[src/rtl/crtc_pkg.sv]
`default_nettype none
package crtc_pkg;
  localparam int MAX_CUTS_DEF = 64;
  localparam logic [7:0] EDGE_MARGIN_RST = 8'd10;

  typedef enum logic [1:0] {
    OP_INSERT = 2'd0,
    OP_CHUNK  = 2'd1,
    OP_TICK   = 2'd2,
    OP_CLEAR  = 2'd3
  } op_t;

  localparam logic CFG_LAST_CHUNK  = 1'b0;
  localparam logic CFG_EDGE_MARGIN = 1'b1;

  localparam logic [2:0] CLS_NORMAL = 3'd0;
  localparam logic [2:0] CLS_START  = 3'd1;
  localparam logic [2:0] CLS_STOP   = 3'd2;
  localparam logic [2:0] CLS_INSIDE = 3'd3;
  localparam logic [2:0] CLS_HEAD   = 3'd4;
  localparam logic [2:0] CLS_TAIL   = 3'd5;

  localparam logic [1:0] TS_NONE  = 2'd0;
  localparam logic [1:0] TS_BEGIN = 2'd1;
  localparam logic [1:0] TS_IN    = 2'd2;
  localparam logic [1:0] TS_END   = 2'd3;

  typedef struct packed {
    logic [31:0] start_chunk;
    logic [31:0] stop_chunk;
    logic [9:0]  start_record;
    logic [9:0]  stop_record;
    logic [32:0] start_time;
    logic [32:0] stop_time;
    logic        sos;
    logic        eos;
    logic        ast;
    logic        aen;
  } entry_t;

  // Token that travels along the chain with the query.
  typedef struct packed {
    logic        active;
    logic [1:0]  op;
    logic [32:0] key;
    logic        cls_done;
    logic [2:0]  cls;
    logic        rec_done;
    logic [9:0]  rec;
    logic        tick_done;
    logic [1:0]  tstat;
    logic [32:0] tval;
  } tok_t;

  typedef enum logic [1:0] {
    ST_IDLE = 2'd0,
    ST_SCAN = 2'd1,
    ST_OUT  = 2'd2
  } state_t;
endpackage
`default_nettype wire

[src/rtl/crtc_cell.sv]
`default_nettype none
module crtc_cell
  import crtc_pkg::*;
(
  input  wire logic   clk,
  input  wire logic   rst_n,
  input  wire logic   wr_en,
  input  wire entry_t wr_entry,
  input  wire logic   valid,
  input  wire tok_t   tok_in,
  output tok_t        tok_out
);
  entry_t e_r;
  tok_t   tok_r;
  tok_t   t;
  logic [31:0] q;
  logic        ast_set, aen_set;

  always_comb begin
    t = tok_in;
    q = tok_in.key[31:0];
    ast_set = 1'b0;
    aen_set = 1'b0;
    if (tok_in.active && valid) begin
      if (tok_in.op == OP_CHUNK) begin
        if (!t.cls_done) begin
          t.cls_done = 1'b1;
          if (e_r.sos && q <= e_r.stop_chunk)
            t.cls = (e_r.stop_chunk == 32'd0 || q == e_r.stop_chunk - 32'd1) ?
                    CLS_NORMAL : CLS_HEAD;
          else if (e_r.eos && q > e_r.start_chunk) t.cls = CLS_TAIL;
          else if (e_r.start_chunk < q && e_r.stop_chunk > q) t.cls = CLS_INSIDE;
          else if (e_r.start_chunk == q) t.cls = CLS_START;
          else if (e_r.stop_chunk == q) t.cls = CLS_STOP;
          else t.cls_done = 1'b0;
        end
        if (!t.rec_done) begin
          if (e_r.start_chunk == q) begin
            t.rec_done = 1'b1;
            t.rec = e_r.start_record;
          end else if (e_r.stop_chunk == q) begin
            t.rec_done = 1'b1;
            t.rec = e_r.stop_record;
          end
        end
      end else if (tok_in.op == OP_TICK && !t.tick_done) begin
        if (e_r.start_time <= tok_in.key && e_r.stop_time > tok_in.key) begin
          t.tick_done = 1'b1;
          if (!e_r.sos) begin
            if (!e_r.ast) begin
              ast_set = 1'b1;
              t.tstat = TS_BEGIN;
              t.tval = e_r.start_time;
            end else begin
              t.tstat = TS_IN;
            end
          end
        end else if (e_r.stop_time < tok_in.key && !e_r.aen && e_r.ast) begin
          t.tick_done = 1'b1;
          aen_set = 1'b1;
          t.tstat = TS_END;
          t.tval = e_r.stop_time;
        end
      end
    end
  end

  always_ff @(posedge clk) begin
    if (wr_en) begin
      e_r <= wr_entry;
    end else begin
      if (ast_set) e_r.ast <= 1'b1;
      if (aen_set) e_r.aen <= 1'b1;
    end
    tok_r <= t;
    if (!rst_n) tok_r.active <= 1'b0;
  end

  assign tok_out = tok_r;
endmodule
`default_nettype wire
[config.mk]
export PLATFORM = sky130hd
export DESIGN_NAME = crtc_cell
export DESIGN_NICKNAME = d
export VERILOG_FILES = /design/src/rtl/crtc_pkg.sv /design/src/rtl/crtc_cell.sv
export SDC_FILE = /design/constraint.sdc
export NUM_CORES = 1
export LEC_CHECK = 0
export BUFFER_PORTS_ARGS = -buffer_cell sky130_fd_sc_hd__buf_4
export CORE_UTILIZATION = 41
export DETAILED_ROUTE_END_ITERATION = 8
export HOLD_SLACK_MARGIN = 0.03
export PLACE_DENSITY_LB_ADDON = 0.3
export SLEW_MARGIN = 20
export SYNTH_ARGS = -nofsm -noshare
export SYNTH_HDL_FRONTEND = slang
export SYNTH_SLANG_ARGS = --single-unit
[constraint.sdc]
create_clock -name clk -period 8.7 [get_ports clk]
set_input_delay 0.435 -clock clk [delete_from_list [all_inputs] [get_ports clk]]
set_output_delay 0.435 -clock clk [all_outputs]
set_load 0.1 [all_outputs]
Word-level counts from Yosys, hierarchy flattened. Index checks and enable logic that the tools add are counted.

$add $sub $neg: 1. Multiply operators: 0. Bitwise logic cells: 0. Eq/ne operators: 5. Mux-type cells: 38. Reductions and logical operators: 14. Magnitude comparators: 7. Shifts and indexed selects: 0. Divide/modulo/power cells: 0.

Operators by type and width (number): 36-bit 2-to-1 mux (4); 32-bit equality test (3); 32-bit greater-than comparator (2); 51-bit 2-to-1 mux (1); 35-bit 2-to-1 mux (1); 33-bit greater-than comparator (1); 33-bit less-or-equal comparator (1); 33-bit < comparator (1); 11-bit 2-to-1 mux (3); 33-bit 2-to-1 mux (1); 32-bit less-or-equal comparator (1); 32-bit logical NOT (1); 32-bit < comparator (1); 32-bit by 1-bit subtractor with 32-bit output (second input constant) (1); 1-bit 2-to-1 mux (18); 3-bit 2-to-1 mux (6); 15-bit 2-to-1 mux (1); 1-bit logical AND (8); 2-bit 2-to-1 mux (2); 4-bit 2-to-1 mux (1); 2-bit nonzero test (2); 2-bit by 1-bit equality test with 1-bit output (second input constant) (1); 2-bit equality test (second input constant) (1); 1-bit logical NOT (2); 1-bit logical OR (1).

Input bits: 245. Bits in latches: 0. Flip-flop bits (word level): 241. Memories: 0. Word-level logic and storage cells: 85. Bits in writable memories: 0. Output and inout bits: 87. Memory bits (read-only): 0.

Longest topological paths before layout. Gate-level depths: netlist of run 1.

Depth in word-level cells: 10. Mapped depth: 11.

Worst setup path before layout of run 1. Ideal clock, no wire load.

Path type: register -> register. Start: register e_r[90] in the netlist's numbering. End: register tok_r, in the netlist tok_out[49]. Setup slack: 5.666 ns. Required time: 8.569 ns. Clock period less this slack: 3.034 ns. Library setup time: 0.131 ns. Buffers on the path: 0. Arrival time: 2.903 ns. Stages on the path, launching flop included: 11. Cells stage by stage: edfxtp_1 > inv_1 > ha_1 > or4b_4 > or3_4 > or4_4 > o211ai_2 > o211ai_1 > a2111o_1 > o31ai_1 > o211ai_1.

RTL lines: start: declaration (RTL line crtc_cell.sv:13) `entry_t e_r;`; start signal: assignment (RTL line crtc_cell.sv:70) `e_r <= wr_entry;`; end signal: assignment (RTL line crtc_cell.sv:75) `tok_r <= t;`; end: declaration (RTL line crtc_cell.sv:14) `tok_t tok_r;`.

==> results of run 1 <==
## kinds of logic after synthesis
| family | count (synthesis) | synth area share (%) |
|---|---|---|
| XOR/XNOR | 32 | 2.40 |
| buffers and inverters | 60 | 2.00 |
| adder cells (fa/ha/maj) | 132 | 14.1 |
| flip-flops | 241 | 54.5 |
| multiplexers | 10 | 0.867 |
| AO/OA/AOI/OAI | 247 | 14.5 |
| AND/OR/NAND/NOR | 246 | 11.6 |
## power by group through the flow
stage	combinational, mW	sequential [mW]	clock (mW)
5_1_grt	0.625	1.37	1.26
4_1_cts	0.577	1.36	1.23
6_report	0.577	1.36	1.21
2_1_floorplan	0.192	1.53	0
3_5_place_dp	0.564	1.39	0
3_3_place_gp	0.553	1.39	0
## critical path, stage by stage
cell and delay [ns]:
dlygate4sd3_1 0.53, buf_4 0.14, inv_1 0.18, ha_1 0.29
a21o_1 0.18, a21o_1 0.17, a21oi_1 0.16, nor2_1 0.07
a2111o_1 0.48, nor3_4 0.68, buf_4 0.38, nor2_2 0.07
buf_4 0.26, a21o_1 0.23
## final timing paths
path	startpoint	cells past startpoint	endpoint	slack [ns]
max	tok_in[77]	14	tok_out[32]	4.82
min	tok_in[75]	1	tok_out[75]	0.04
max reg2reg	e_r[90]	10	tok_out[49]	5.12
min reg2reg	e_r[79]	2	tok_out[45]	0.54
## cells in the final DEF (no fill, tap or decap), types with 6 or more instances in the layout
cell type and count:
a21oi_1 60, nand2_1 53, or2_2 7, inv_1 44
and4_1 10, edfxtp_1 154, o211ai_1 7, nor2_1 35
mux2i_1 9, dlygate4sd3_1 30, o21ai_0 39, xnor2_1 16
or3_1 6, nor4_1 8, a21o_1 44, ha_1 132
a22o_1 33, dfxtp_1 87, buf_4 336, clkbuf_16 26
nand4_1 32, bufinv_16 6, nand3b_1 6, nand3_1 23
a31oi_1 6, xor2_1 16, nor3_1 25
## metal layers
metal / track usage (%) / vias up
met5: 0 / -
met4: 6.95 / 4
met3: 5.04 / 52
met2: 41.1 / 286
met1: 29.0 / 4435
li1: - / 4522
## sequential cells by signal, summed over array words and instances (netlist names)
name	flops
e_r	154
tok_out	87
## layout make-up
type                            count  area, um2
Fill cell                        2433      12000
Sequential cell                   241       6370
Multi-Input combinational cell    667       5120
Timing Repair Buffer              367       2830
Clock buffer                       31        679
Tap cell                          378        473
Clock inverter                     17        258
Inverter                           44        165
Antenna cell                        4       10.0
## per-stage QoR
stage                     utilization, %  cells  total power [mW]
final                               56.9   1749              3.15
after floorplan                        -    968              1.72
after global placement              52.4   1667              1.94
after global routing                56.9   1748              3.26
after CTS                           56.9   1745              3.17
after detailed placement            52.5   1667              1.95
==> results.py, run 1 <==
metrics = {
    "status": {
        "status": "finished clean",
    },
    "floorplanning": {
        "fp.dieH_um": 171,
        "std_cell_rows": 61,
        "start_util_pct": 41.9,
        "core-area_mm2": 0.0279,
        "pin_count": 332,
        "die_w_um": 171,
        "dieArea_mm2": 0.0292,
    },
    "timing": {
        "fmax_mhz": 258,
        "hold_ws_ns": 0.0449,
        "period_minus_slack_ns": 3.88,
        "rsz0062_at_grt": "false",
        "setup_ws_ns": 4.82,
        "skew_ns": 0.0193,
        "slew_headroom_pct": 37.5,
        "maxSlewViolCount": 0,
        "finalSetupViolations": 0,
        "min_period_over_period_pct": 44.6,
        "setup_tns_ns": 0,
        "tightest_slew_ns": 0.937,
        "hold_violations": 0,
    },
    "route": {
        "vias": 9299,
        "wl_per_cell_um": 19.9,
        "remaining_drc_errors": 0,
        "via_per_inst": 5.32,
        "initialDrtViolationCount": 442,
        "final_antenna_net_count": 0,
        "highest-signal-layer": "met5",
        "wl_um": 34700,
        "met1_length_um": 14700,
        "dr_wl_met3_um": 2160,
        "wl_met2_um": 16900,
        "dr.pass1.iters": 5,
    },
    "yosys": {
        "synth_nets": 1345,
        "synth_top_cell_by_area": "edfxtp_1",
        "synthFlopType": "edfxtp_1",
        "netlist_area_mm2": 0.0117,
        "yosysUniqueCellTypes": 75,
        "ys_seq_area_share_pct": 54.5,
        "synth_common_cells": "edfxtp_1 (154), ha_1 (132), dfxtp_1 (87)",
        "yosysMostFrequentCell": "edfxtp_1",
        "synth_top_area_share_pct": 39.6,
        "synth-seq-cells": 241,
        "synth-edff-count": 154,
        "ys_top_cells_by_area": "edfxtp_1 (40%), dfxtp_1 (15%), ha_1 (14%), a21o_1 (2.8%), a21oi_1 (2.6%)",
        "async_reset_ff_share_pct": 0,
        "syn_area_per_cell_um2": 12.1,
        "yosys_warnings": 0,
        "postSynthCellCount": 968,
    },
    "clock_tree": {
        "cts_buffers": 26,
        "clock-sinks": 241,
        "htree_levels": 1,
        "cts-root-buf": "clkbuf_16",
        "clkSlewWorstSetupHoldPaths_ns": 0.06,
        "ctsHoldBuffers": 30,
        "post_cts_resized": 0,
        "clk_latency_ns": 0.55,
        "post_cts_buffers": 0,
        "cts_tree": "yes",
        "clock_path_buffers": 3,
    },
    "grt": {
        "grt_pass1_vias": 9420,
        "grt_pass1_wl_um": 51500,
        "grt.overflow.total": 0,
        "grt_max_degree": 86,
        "track_usage_pct": 23.5,
        "antenna_found_initial": 6,
    },
    "setup_path": {
        "crit_arrival_ns": 4.32,
        "cp_data_required_time_ns": 9.14,
        "crit_type": "input port to flop",
        "crit_path_max_fanout": 33,
        "setup.worst_path.start_class": "input port",
        "end_kind": "flop",
    },
    "pwr": {
        "power_density_mw_per_mm2": 198,
        "p_sw_share_pct": 28.2,
        "intPower_mw": 2.26,
        "p_comb_share_pct": 18.3,
        "switchingPower_mw": 0.887,
        "p_leak_nw": 6.96,
        "p_clk_share_pct": 38.3,
        "power_frac_seq_pct": 43.3,
        "peakVddDrop_uv": 138,
    },
    "hold_path": {
        "worstHoldPathType": "input port to flop",
    },
    "final_layout": {
        "final_area_mm2": 0.0159,
        "drive_gt1_share_pct": 29.1,
        "nNetsFinal": 1724,
        "syn_to_final_growth_pct": 36.0,
    },
    "placement": {
        "placed_cell_area_mm2": 0.0147,
        "hpwl_um": 27200,
        "routabilityCongestion": 0.934,
        "port_buffers": 331,
        "pre_cts_ws_ns": 4.81,
    },
    "flow_run": {
        "drv_cap": 0,
    },
}
No activity file was read; power rests on OpenSTA's default activity.
==> run 2: changes to the inputs <==
- ABC_AREA: not set -> 1
- clock period: 8.7 -> 3.1 ns (I/O delays scaled with it)
==> results.py, run 2 <==
metrics = {
    "route": {
        "vias": 12076,
        "wl_um": 42300,
        "wl_per_cell_um": 17.3,
        "initialDrtViolationCount": 783,
        "final_antenna_net_count": 0,
        "via_per_inst": 4.96,
        "dr.pass1.iters": 8,
        "remaining_drc_errors": 0,
    },
    "grt": {
        "track_usage_pct": 26.1,
        "grt_max_degree": 62,
        "antenna_found_initial": 1,
        "grt_pass1_wl_um": 62800,
        "grt.overflow.total": 0,
        "grt_pass1_vias": 12063,
    },
    "final_layout": {
        "largest_register_ffs": 154,
        "final_area_mm2": 0.0191,
        "layout.cells.most_common_list": "nand2_1 (446), buf_4 (351), dlygate4sd3_1 (243)",
        "layout_commonest_cell": "nand2_1",
        "syn_to_final_growth_pct": 50.3,
        "drive_gt1_share_pct": 20.4,
        "top_register": "e_r",
        "nNetsFinal": 2397,
        "fill_cells": 2413,
    },
    "floorplanning": {
        "die_w_um": 178,
        "std_cell_rows": 64,
        "fp.dieH_um": 178,
        "core-area_mm2": 0.0305,
        "dieArea_mm2": 0.0317,
        "start_util_pct": 41.7,
        "pin_count": 332,
    },
    "setup_path": {
        "cp_data_required_time_ns": 3.57,
        "crit_type": "flop to flop",
        "crit_path_max_fanout": 13,
        "setup.worst_path.start_class": "flop",
        "critPathMaxStageDelay_ns": 0.54,
        "regToRegSetupSlack_ns": 0.20,
        "crit_arrival_ns": 3.36,
        "critical_path.cell_chain": "ha_1 > nand2_1 > nor2_2 > nand4_2 > nor2_2 > nand3_1 > nand2_1 > nor2_2 > a21oi_4 > nand2_4 > nand2_2 > nand4_1 > nand2_1 > dlygate4sd3_1",
        "crit_path_top_delay_cell": "dlygate4sd3_1",
        "end_kind": "flop",
    },
    "timing": {
        "skew_ns": 0.0101,
        "hold_violations": 0,
        "rsz0062_at_grt": "false",
        "period_minus_slack_ns": 2.90,
        "slew_headroom_pct": 35.8,
        "setup_tns_ns": 0,
        "finalSetupViolations": 0,
        "min_period_over_period_pct": 93.4,
        "fmax_mhz": 345,
        "tightest_slew_ns": 0.962,
        "maxSlewViolCount": 0,
    },
    "yosys": {
        "synth_xor_area_share_pct": 2.18,
        "yosysUniqueCellTypes": 40,
        "yosys_warnings": 0,
        "synth_top_cell_by_area": "edfxtp_1",
        "synthAdderAreaFrac_pct": 13.0,
        "yosys.area_share.simple_pct": 22.8,
        "synth_top_area_share_pct": 36.4,
        "synth_common_cells": "nand2_1 (446), edfxtp_1 (154), inv_1 (145)",
        "async_reset_ff_share_pct": 0,
        "synth-seq-cells": 241,
        "synthFlopType": "edfxtp_1",
        "ys_top_cells_by_area": "edfxtp_1 (36%), dfxtp_1 (14%), nand2_1 (13%), ha_1 (13%), inv_1 (4.3%)",
        "synth-edff-count": 154,
        "ys_seq_area_share_pct": 50.1,
        "netlist_area_mm2": 0.0127,
        "synth_top_family_by_area": "simple AND/OR/NAND/NOR gates",
        "syn_area_per_cell_um2": 8.96,
        "postSynthCellCount": 1419,
        "yosysMostFrequentCell": "nand2_1",
        "synth-compound-area-share_pct": 5.90,
        "synth_nets": 1796,
        "muxShareOfSynthArea_pct": 0.709,
    },
    "clock_tree": {
        "cts_buffers": 26,
        "clk_latency_ns": 0.53,
        "clkSlewWorstSetupHoldPaths_ns": 0.06,
        "htree_levels": 1,
        "cts-root-buf": "clkbuf_16",
        "clock_path_buffers": 3,
        "cts_tree": "yes",
        "clock-sinks": 241,
    },
    "placement": {
        "hpwl_um": 30100,
        "routabilityCongestion": 0.889,
        "placed_cell_area_mm2": 0.0157,
        "port_buffers": 331,
    },
    "pwr": {
        "power_density_mw_per_mm2": 483,
        "p_leak_nw": 9.07,
        "peakVddDrop_uv": 387,
    },
    "hold_path": {
        "worstHoldPathType": "input port to flop",
    },
    "flow_run": {
        "drv_cap": 0,
    },
    "status": {
        "status": "finished clean",
    },
}
## run 2: cell types whose count changed after synthesis, moves of 10 or more
cell	previous run	this run
and4_1	10	0
a21o_1	44	2
nor2_1	36	109
nand3_1	23	80
inv_1	44	145
a22o_1	33	0
nor3_1	26	9
nand2_1	53	446
a21oi_1	60	73
## run 2: path summary, 6_finish.rpt
| path | startpoint | to | cells after the start |
|---|---|---|---|
| worst min register to register | e_r[74] | tok_out[40] | 2 |
| worst max register to register | e_r[36] | tok_out[35] | 14 |
| worst max-delay path | e_r[36] | tok_out[35] | 14 |
| worst min-delay path | wr_en | e_r[136] | 1 |
## run 2: power breakdown
part           internal [mW]  total, mW  switching (mW)
logic                  0.854       2.15            1.30
registers               3.67       3.81           0.144
clock network           1.95       3.25            1.31
total                   6.47       9.22            2.75
## run 2: final cells by class
cell class / count / area (um2) / share of cell area, %
sequential: 241 / 6370 / 33.3
tap: 396 / 495 / 2.59
clock buffer: 31 / 701 / 3.67
timing repair buffer: 597 / 5120 / 26.8
inverter: 147 / 552 / 2.89
clock inverter: 17 / 196 / 1.03
multi-input combinational: 1007 / 5670 / 29.7
antenna: 1 / 2.50 / 0.0131
## run 2: per-stage QoR
step / hold slack (ns) / setup WS, ns / std cells / util, % / power (mW)
after CTS: 0.107 / 0.109 / 2432 / 62.5 / 9.21
after detailed placement: 0.271 / 0.230 / 2141 / 51.6 / 5.73
after global placement: 0.269 / 0.294 / 2141 / 51.6 / 5.70
after floorplan: 0.183 / 0.852 / 1419 / - / 5.02
after global routing: 0.118 / 0.0523 / 2436 / 62.6 / 9.61
final: 0.107 / 0.204 / 2437 / 62.6 / 9.22
## run 2: cells by family (layout without fill, tap and decap cells)
kind of cell    after synthesis  count (layout)
other cells                   0               1
mux                           9               9
buf+inv                     171             792
fa+ha+maj                   132             132
compound gates              139             139
xor+xnor                     30              30
simple gates                697             697
flops                       241             241
## run 2: per-layer routing
layer / global-route usage [%] / vias up / wire length [um]
li1: - / 5949 / -
met1: 33.1 / 5553 / 17800
met2: 45.6 / 501 / 20400
met3: 4.43 / 73 / 3140
met4: 6.94 / 0 / 984
met5: 0 / - / 0
## run 2: repair_timing
item,in CTS,in global routing
hold endpoints to repair,241,0
hold buffers,243,0
gates resized for setup,0,0
setup buffers,0,4
setup endpoints to repair,0,9
## run 2: worst max-delay path, delay by kind of cell (launching register included)
kind | cells | cell delay (ns)
DFF | 1 | 0.39
adders and majority gates | 1 | 0.31
AOI/OAI and AO/OA | 1 | 0.38
and+or+nand+nor | 11 | 1.20
buffers and inverters | 1 | 0.54
